--- config.mk ---
export PLATFORM = sky130hd
export DESIGN_NAME = drive_strength_resolver
export DESIGN_NICKNAME = d
export VERILOG_FILES = /design/src/rtl/core/drs_pkg.sv /design/src/rtl/core/drive_strength_resolver.sv /design/src/rtl/core/drs_resolve.sv
export SDC_FILE = /design/constraint.sdc
export NUM_CORES = 1
export LEC_CHECK = 0
export CORE_MARGIN = 1
export CORE_UTILIZATION = 40
export CTS_BUF_LIST = sky130_fd_sc_hd__clkbuf_8
export CTS_CLUSTER_SIZE = 28
export DETAILED_ROUTE_END_ITERATION = 10
export DONT_BUFFER_PORTS = 1
export GPL_ROUTABILITY_DRIVEN = 1
export HOLD_SLACK_MARGIN = 0.08
export RECOVER_POWER = 25
export SLEW_MARGIN = 20
export SYNTH_ARGS = -nofsm -noshare
export SYNTH_HDL_FRONTEND = slang
export SYNTH_SLANG_ARGS = --single-unit
--- constraint.sdc ---
create_clock -name clk -period 6.2 [get_ports clk]
set_input_delay 0.62 -clock clk [delete_from_list [all_inputs] [get_ports clk]]
set_output_delay 0.62 -clock clk [all_outputs]
set_load 0.005 [all_outputs]
--- src/rtl/core/drs_pkg.sv ---
// ----------------------------------------------------------------------------
// drs_pkg
// shared types and constants of the drive strength resolver
// ----------------------------------------------------------------------------
`default_nettype none

package drs_pkg;

	localparam int unsigned StrenW = 8;

	// reset value of the high-z code register
	localparam logic [StrenW-1:0] ZCodeReset = 8'h08;

	// VSSSvsss masks
	localparam logic [StrenW-1:0] MaskV1    = 8'h80;
	localparam logic [StrenW-1:0] MaskHi    = 8'hf0;
	localparam logic [StrenW-1:0] MaskS1    = 8'h70;
	localparam logic [StrenW-1:0] MaskV0    = 8'h08;
	localparam logic [StrenW-1:0] MaskLo    = 8'h0f;
	localparam logic [StrenW-1:0] MaskS0    = 8'h07;
	localparam logic [StrenW-1:0] MaskStren = 8'h77;

	typedef logic [StrenW-1:0] stren_t;

	// running net state
	typedef struct packed {
		stren_t accum;
		logic   skipping;
	} drs_state_t;

	// one registered request
	typedef struct packed {
		logic   first;
		stren_t driver;
		logic   last;
	} drs_req_t;

endpackage

`default_nettype wire

--- src/rtl/core/drive_strength_resolver.sv ---
// ----------------------------------------------------------------------------
// drive_strength_resolver
// resolves the drivers of one net in VSSSvsss strength form
// ----------------------------------------------------------------------------
// Drivers of a net come in one request per cycle, first marking the opening
// driver and last marking the closing one; the resolved value leaves on the
// output channel once per last request. A request is captured in an input
// register and passes the pair-resolution logic against the running
// accumulator; a closing request then lands in the output register, which
// raises out_valid, once that register is free or being taken. The block
// takes one request every cycle: the only loop is the update of the
// accumulator, and the input register keeps accepting while a result waits
// in the output register, stalling only when a closing request meets a full
// output register that is not being taken. cfg_we loads the high-z code
// (reset 0x08), used to spot undriven drivers and to replace zero-strength
// results; write it only while no request is in flight.
`default_nettype none

module drive_strength_resolver import drs_pkg::*; (
	input  wire         clk,
	input  wire         arst_n,
	input  wire         cfg_we,
	input  wire stren_t cfg_wdata,
	input  wire         in_valid,
	output logic        in_ready,
	input  wire         first,
	input  wire stren_t driver,
	input  wire         last,
	output logic        out_valid,
	input  wire         out_ready,
	output stren_t      resolved
);

	// high-z code register
	stren_t z_code_q;

	// input stage
	logic       valid_s1;
	drs_req_t   req_s1;

	// running net state
	drs_state_t state_q;
	drs_state_t state_nxt;

	// output stage
	logic       valid_s2;
	stren_t     resolved_s2;

	logic out_free;
	logic adv_s1;

	// a closing request needs the output register, others move freely
	assign out_free = !valid_s2 || out_ready;
	assign adv_s1   = valid_s1 && (!req_s1.last || out_free);
	assign in_ready = !valid_s1 || adv_s1;

	always_ff @(posedge clk or negedge arst_n) begin
		if (!arst_n)
			z_code_q <= ZCodeReset;
		else if (cfg_we)
			z_code_q <= cfg_wdata;
	end

	// capture a request
	always_ff @(posedge clk or negedge arst_n) begin
		if (!arst_n)
			valid_s1 <= 1'b0;
		else if (in_ready)
			valid_s1 <= in_valid;
	end

	always_ff @(posedge clk) begin
		if (in_ready && in_valid)
			req_s1 <= '{first: first, driver: driver, last: last};
	end

	drs_resolve u_resolve (
		.cur    (state_q),
		.req    (req_s1),
		.z_code (z_code_q),
		.nxt    (state_nxt)
	);

	// accumulator and opening-phase flag, reset to zero
	always_ff @(posedge clk or negedge arst_n) begin
		if (!arst_n)
			state_q <= '0;
		else if (adv_s1)
			state_q <= state_nxt;
	end

	// result register
	always_ff @(posedge clk or negedge arst_n) begin
		if (!arst_n)
			valid_s2 <= 1'b0;
		else if (adv_s1 && req_s1.last)
			valid_s2 <= 1'b1;
		else if (out_ready)
			valid_s2 <= 1'b0;
	end

	always_ff @(posedge clk) begin
		if (adv_s1 && req_s1.last)
			resolved_s2 <= state_nxt.accum;
	end

	assign out_valid = valid_s2;
	assign resolved  = resolved_s2;

	// a closing request always lands its accumulator in the result register
	a_result_load: assert property (@(posedge clk) disable iff (!arst_n)
		(adv_s1 && req_s1.last) |=> (out_valid && resolved == $past(state_nxt.accum)))
		else $error("closing request did not load the result register");

	// a stalled closing request blocks new requests
	a_stall_blocks: assert property (@(posedge clk) disable iff (!arst_n)
		(valid_s1 && req_s1.last && valid_s2 && !out_ready) |-> !in_ready)
		else $error("input accepted while closing request is stalled");

	// net state moves only when a request is applied
	a_state_hold: assert property (@(posedge clk) disable iff (!arst_n)
		!adv_s1 |=> $stable(state_q))
		else $error("net state changed without a request");

	// the accumulator register stays as the state after the closing request
	a_accum_match: assert property (@(posedge clk) disable iff (!arst_n)
		(adv_s1 && req_s1.last) |=> (state_q.accum == resolved))
		else $error("result differs from accumulator");

endmodule

`default_nettype wire

--- src/rtl/core/drs_resolve.sv ---
// ----------------------------------------------------------------------------
// drs_resolve
// next-state logic: applies one driver to the running net state
// ----------------------------------------------------------------------------
`default_nettype none

module drs_resolve import drs_pkg::*; (
	input  wire drs_state_t cur,
	input  wire drs_req_t   req,
	input  wire stren_t     z_code,
	output drs_state_t      nxt
);

	function automatic logic unamb(input stren_t x);
		return x[7:4] == x[3:0];
	endfunction

	function automatic stren_t side1(input stren_t x);
		if ((x & MaskV1) != '0)
			return x & MaskHi;
		return stren_t'(MaskS1 - (x & MaskHi));
	endfunction

	function automatic stren_t side0(input stren_t x);
		if ((x & MaskV0) != '0)
			return x & MaskLo;
		return stren_t'(MaskS0 - (x & MaskLo));
	endfunction

	stren_t a, b, r, hi, lo, pair;

	always_comb begin
		a  = cur.accum;
		b  = req.driver;
		r  = a;
		hi = '0;
		lo = '0;
		if (unamb(a) && unamb(b)) begin
			if (a == b)
				r = a;
			else if ((b & MaskS0) > (a & MaskS0))
				r = b;
			else if ((b & MaskStren) == (a & MaskStren))
				r = (a & MaskS1) | (b & MaskS0) | MaskV1;
			else
				r = a;
		end else if (unamb(a) || unamb(b)) begin
			// each nibble from the stronger side, driver wins ties
			hi = ((a & MaskS1) > (b & MaskS1)) ? (a & MaskHi) : (b & MaskHi);
			lo = ((a & MaskS0) > (b & MaskS0)) ? (a & MaskLo) : (b & MaskLo);
			r  = hi | lo;
		end else begin
			// widen the ambiguous range
			hi = (side1(b) > side1(a)) ? (b & MaskHi) : (a & MaskHi);
			lo = (side0(b) < side0(a)) ? (b & MaskLo) : (a & MaskLo);
			r  = hi | lo;
		end
		if ((r & MaskStren) == '0)
			r = z_code;
		pair = (b == z_code) ? a : r;

		if (req.first || cur.skipping) begin
			nxt.accum    = b;
			nxt.skipping = (b == z_code);
		end else begin
			nxt.accum    = pair;
			nxt.skipping = 1'b0;
		end
	end

endmodule

`default_nettype wire

---- Word-level counts from Yosys, hierarchy flattened ----
Index checks and enable logic that the tools add are counted.
storage, ports and cells
  register bits after elaboration ......... 37
  output and inout bits ................... 10
cells by class
  bitwise operators ....................... 3
  reduce and logical (&&, ||, !) cells .... 14
  order comparisons ....................... 5
  equal/unequal tests ..................... 5
  muxes and demuxes ....................... 42
  add/subtract/negate cells ............... 4
operator list
  operator               count
  $mux W8                25
  $eq A8 B8 Y1           2
  $or A8 B8 Y8           2
  $sub A7 B8 Y8 const A  2
  $mux W1                14
  $sub A3 B4 Y5 const A  2
  $mux W9                1
  $eq A4 B4 Y1           2
  $gt A8 B8 Y1           1
  $logic_not A8 Y1       1
  $lt A8 B8 Y1           1
  $mux W4                2
  $gt A7 B7 Y1           1
  $or A7 B3 Y7           1
  $eq A6 B6 Y1           1
  $gt A3 B3 Y1           2
  $logic_or A1 B1 Y1     5
  $logic_and A1 B1 Y1    4
  $logic_not A1 Y1       3
  $reduce_bool A2 Y1     1

---- Depth between registers and ports, before layout ----
  depth after elaboration ................. 16
  depth in mapped cells ................... 12

---- Cells and area by module ----
A second synthesis with hierarchy kept.
unflattened totals
  cell total of the unflattened synthesis .. 290
  area, all modules ....................... 2994.1 um^2
by module, submodules not included
  module                   seq. area each (um^2)  area an instance (um^2)  cells each  times used
  drs_resolve              0.0                    1503.9                   193         1
  drive_strength_resolver  1017.2                 1490.2                   97          1

---- Least setup slack after synthesis ----
OpenSTA, ideal clock, no wires.
  path kind ............................... register to register
  start ................................... register req_s1[8] in the netlist's numbering
  end ..................................... register resolved_s2[7] (netlist: resolved[7]) (data pin)
  period minus slack after synthesis ...... 2545 ps
  data arrival time ....................... 2271 ps
  setup time .............................. 274 ps
  slack ................................... 3655 ps
  cell stages (with the launch flop) ...... 13
  cells stage by stage .................... edfxtp_1 -> buf_4 -> xnor2_1 -> ha_1 -> nor2b_1 -> o21ai_0 -> a21oi_1 -> mux2i_4 -> mux2i_1 -> nand3_2 -> buf_6 -> a21oi_1 -> a221oi_1
RTL lines
  item                      RTL line                        RTL
  start: declaration        drive_strength_resolver.sv:39   drs_req_t req_s1;
  start signal: assignment  drive_strength_resolver.sv:74   req_s1 <= '{first: first, driver: driver, last: last};
  end signal: assignment    drive_strength_resolver.sv:104  resolved_s2 <= state_nxt.accum;
  end: declaration          drive_strength_resolver.sv:47   stren_t resolved_s2;

==> results.json <==
{
  "status": "finished, final reports clean",
  "yosys.area.top_type_share_pct": 20.2,
  "arrival_ns": 3.22,
  "cts_setup_buffers": 0,
  "r2r_setup_slack_ns": 3.01,
  "multi_input_area_um2": 1470,
  "crit_path_start_kind": "flip-flop",
  "yosysMostFrequentCell": "o21ai_0",
  "crit_path_end_kind": "flip-flop",
  "rr_worst_depth": 10,
  "yosysUniqueCellTypes": 57,
  "powerDensity_nw_per_um2": 365,
  "synth-seq-cells": 37,
  "core_area_um2": 6390,
  "clock_latency_ns": 0.30,
  "first_pass_iters": 5,
  "antenna_found_initial": 0,
  "synthTopCellsByArea": "edfxtp_1 20%, dfrtp_1 17%, ha_1 6.6%",
  "ys_warn_count": 0,
  "synth-main-ff-cell": "edfxtp_1",
  "syn2layout_area_growth_pct": 1.69,
  "slowest_stage": "edfxtp_1",
  "worst_slew_margin_rel_pct": 42.9,
  "clockBufferDepth": 2,
  "syn-num-nets": 311,
  "drive_gt1_share_pct": 9.16,
  "vias": 2009,
  "grt_pass1_wl_um": 10200,
  "p_switching_uw": 403,
  "place_inst": 330,
  "portBuffers": 0,
  "p_total_uw": 991,
  "synthTopCellsByCount": "20 x o21ai_0, 18 x dfrtp_1, 18 x edfxtp_1",
  "fmax_ghz": 0.313,
  "synthCells": 274,
  "start_util_pct": 41.8,
  "postRouteWirelength_um": 6150,
  "drc": 0,
  "crit_type": "flip-flop to flip-flop",
  "finalMaxSlewViolations": 0,
  "p_leak_uw": 0.00108,
  "p_comb_share_pct": 45.5,
  "drtAntennaViolNets": 0,
  "h-tree-depth": 2,
  "seq_area_um2": 1020,
  "cts_resized": 0,
  "async_flop_share_pct": 51.4,
  "r2r_start": "req_s1[3]",
  "intPower_uw": 588,
  "skew_ns": 0.00844,
  "irDropWorstVdd_uv": 183,
  "r2r_end": "resolved[3]",
  "tns_ns": 0,
  "grt.total_usage_pct": 18.6,
  "synth_top_area_cell": "edfxtp_1",
  "max_cap_viol_count": 0,
  "die_height_um": 83.7,
  "wl_per_cell_um": 18.1,
  "die_area_um2": 7010,
  "ios": 33,
  "n_fill_cell": 645,
  "grt_overflow_total": 0,
  "cpPeakStageDelay_ns": 0.60,
  "hold_violations": 0,
  "synth-edff-count": 18,
  "cts_tree": "done",
  "fin_cells": 339,
  "hold_class": "input port to async pin",
  "p_sw_share_pct": 40.7,
  "n_antenna_cell": 0,
  "hold_buffers": 1,
  "clockRootBuffer": "clkbuf_8",
  "clock_sinks": 37,
  "syn_area_per_cell_um2": 9.75,
  "cts_buffers": 5,
  "path_clk_slew_ns": 0.08,
  "num_rows": 29,
  "period_minus_slack_ns": 3.19,
  "place_hpwl_um": 4500,
  "p_seq_share_pct": 38.1,
  "period_share_pct": 51.5,
  "synth-seq-area-share_pct": 38.1,
  "setup_viol": 0,
  "tightest_slew_ns": 0.854,
  "power_frac_clock_pct": 16.4,
  "place_congestion": 0.861,
  "rsz0062_at_grt": "false",
  "grt_max_degree": 19,
  "critPathMaxFanout": 14,
  "vias_per_cell": 5.93,
  "die_x_um": 83.7,
  "syn_area_um2": 2670,
  "drtIter0Drc": 107,
  "cp_data_required_time_ns": 6.22,
  "worstPathCellList": "inv_1 -> ha_1 -> nand3_1 -> a21boi_0 -> maj3_1 -> o211ai_1 -> nand4_1 -> nand3_2 -> mux2i_1 -> a311oi_1",
  "nNetsFinal": 298,
  "grt_pass1_vias": 2006
}
==> stage by stage <==
| step | util, % | area (um2) | setup slack (ns) | hold WS (ns) |
|---|---|---|---|---|
| finish | 42.5 | 2720 | 3.01 | 0.167 |
| CTS | 42.5 | 2720 | 3.07 | 0.157 |
| floorplan | - | 2670 | 3.65 | 0.324 |
| global placement | 41.1 | 2620 | 3.05 | 0.325 |
| global route | 42.5 | 2720 | 2.76 | 0.154 |
| detailed placement | 41.1 | 2620 | 3.09 | 0.325 |
==> cells in the final DEF (no fill, tap or decap), drive strengths merged, types with 4 or more instances in the layout <==
| master | instances |
|---|---|
| o21ai | 21 |
| dfrtp | 18 |
| edfxtp | 18 |
| nand2 | 16 |
| xnor2 | 14 |
| xor2 | 14 |
| nor2 | 14 |
| ha | 14 |
| a21oi | 14 |
| inv | 13 |
| mux2i | 11 |
| nand3 | 10 |
| nor3 | 9 |
| mux2 | 6 |
| o22ai | 5 |
| clkbuf | 5 |
| nand4 | 5 |
| o21a | 4 |
| a31oi | 4 |
| and3 | 4 |
| and2 | 4 |
| a21boi | 4 |
==> worst max-delay path: cells and delay by family, from the launching register on <==
family                     cells  cell delay [ns]
AOI/OAI and AO/OA              3             0.69
adders and majority gates      2             0.64
DFF                            1             0.60
and+or+nand+nor                3             0.60
muxes                          1             0.27
buffers and inverters          1             0.12
==> how the worst max path moves through the flow <==
stage,start,end
after floorplan,req_s1[8],resolved[7]
after global placement,req_s1[3],resolved[3]
after detailed placement,req_s1[3],resolved[3]
after global routing,req_s1[3],resolved[3]
final,req_s1[3],resolved[3]
after CTS,req_s1[3],resolved[3]
==> metal layers <==
layer,vias up,part of all wire [%],global-route usage (%)
met1,973,48,25.0
met4,0,2.3,7.09
met3,12,2.5,2.27
met5,-,0,0
met2,56,47,30.8
li1,968,-,-
==> flip-flops by register name, summed over array words and instances, names as in the netlist <==
name	cells
req_s1	10
valid_s1	1
out_valid	1
resolved	8
z_code_q	8
state_q	9
==> cell families after synthesis <==
group	synth area share [%]
XOR/XNOR	9.18
adder cells (fa/ha/maj)	6.93
AND/OR/NAND/NOR	14.3
buffers and inverters	7.07
multiplexers	7.12
AO/OA/AOI/OAI	17.3
flip-flops	38.1
==> final cells by class <==
class,instances,area share (%)
multi-input combinational,204,53.9
tap,77,3.55
timing repair buffer,1,0.368
clock buffer,5,2.53
sequential,37,37.4
clock inverter,3,0.507
inverter,12,1.66
==> power groups by stage <==
stage | combinational, uW | sequential (uW) | clock, uW
finish | 451 | 377 | 163
global route | 503 | 385 | 175
CTS | 450 | 377 | 167
detailed placement | 444 | 382 | 0
global placement | 435 | 381 | 0
floorplan | 416 | 334 | 0
Note: power is estimated with default switching activity, not from simulation.
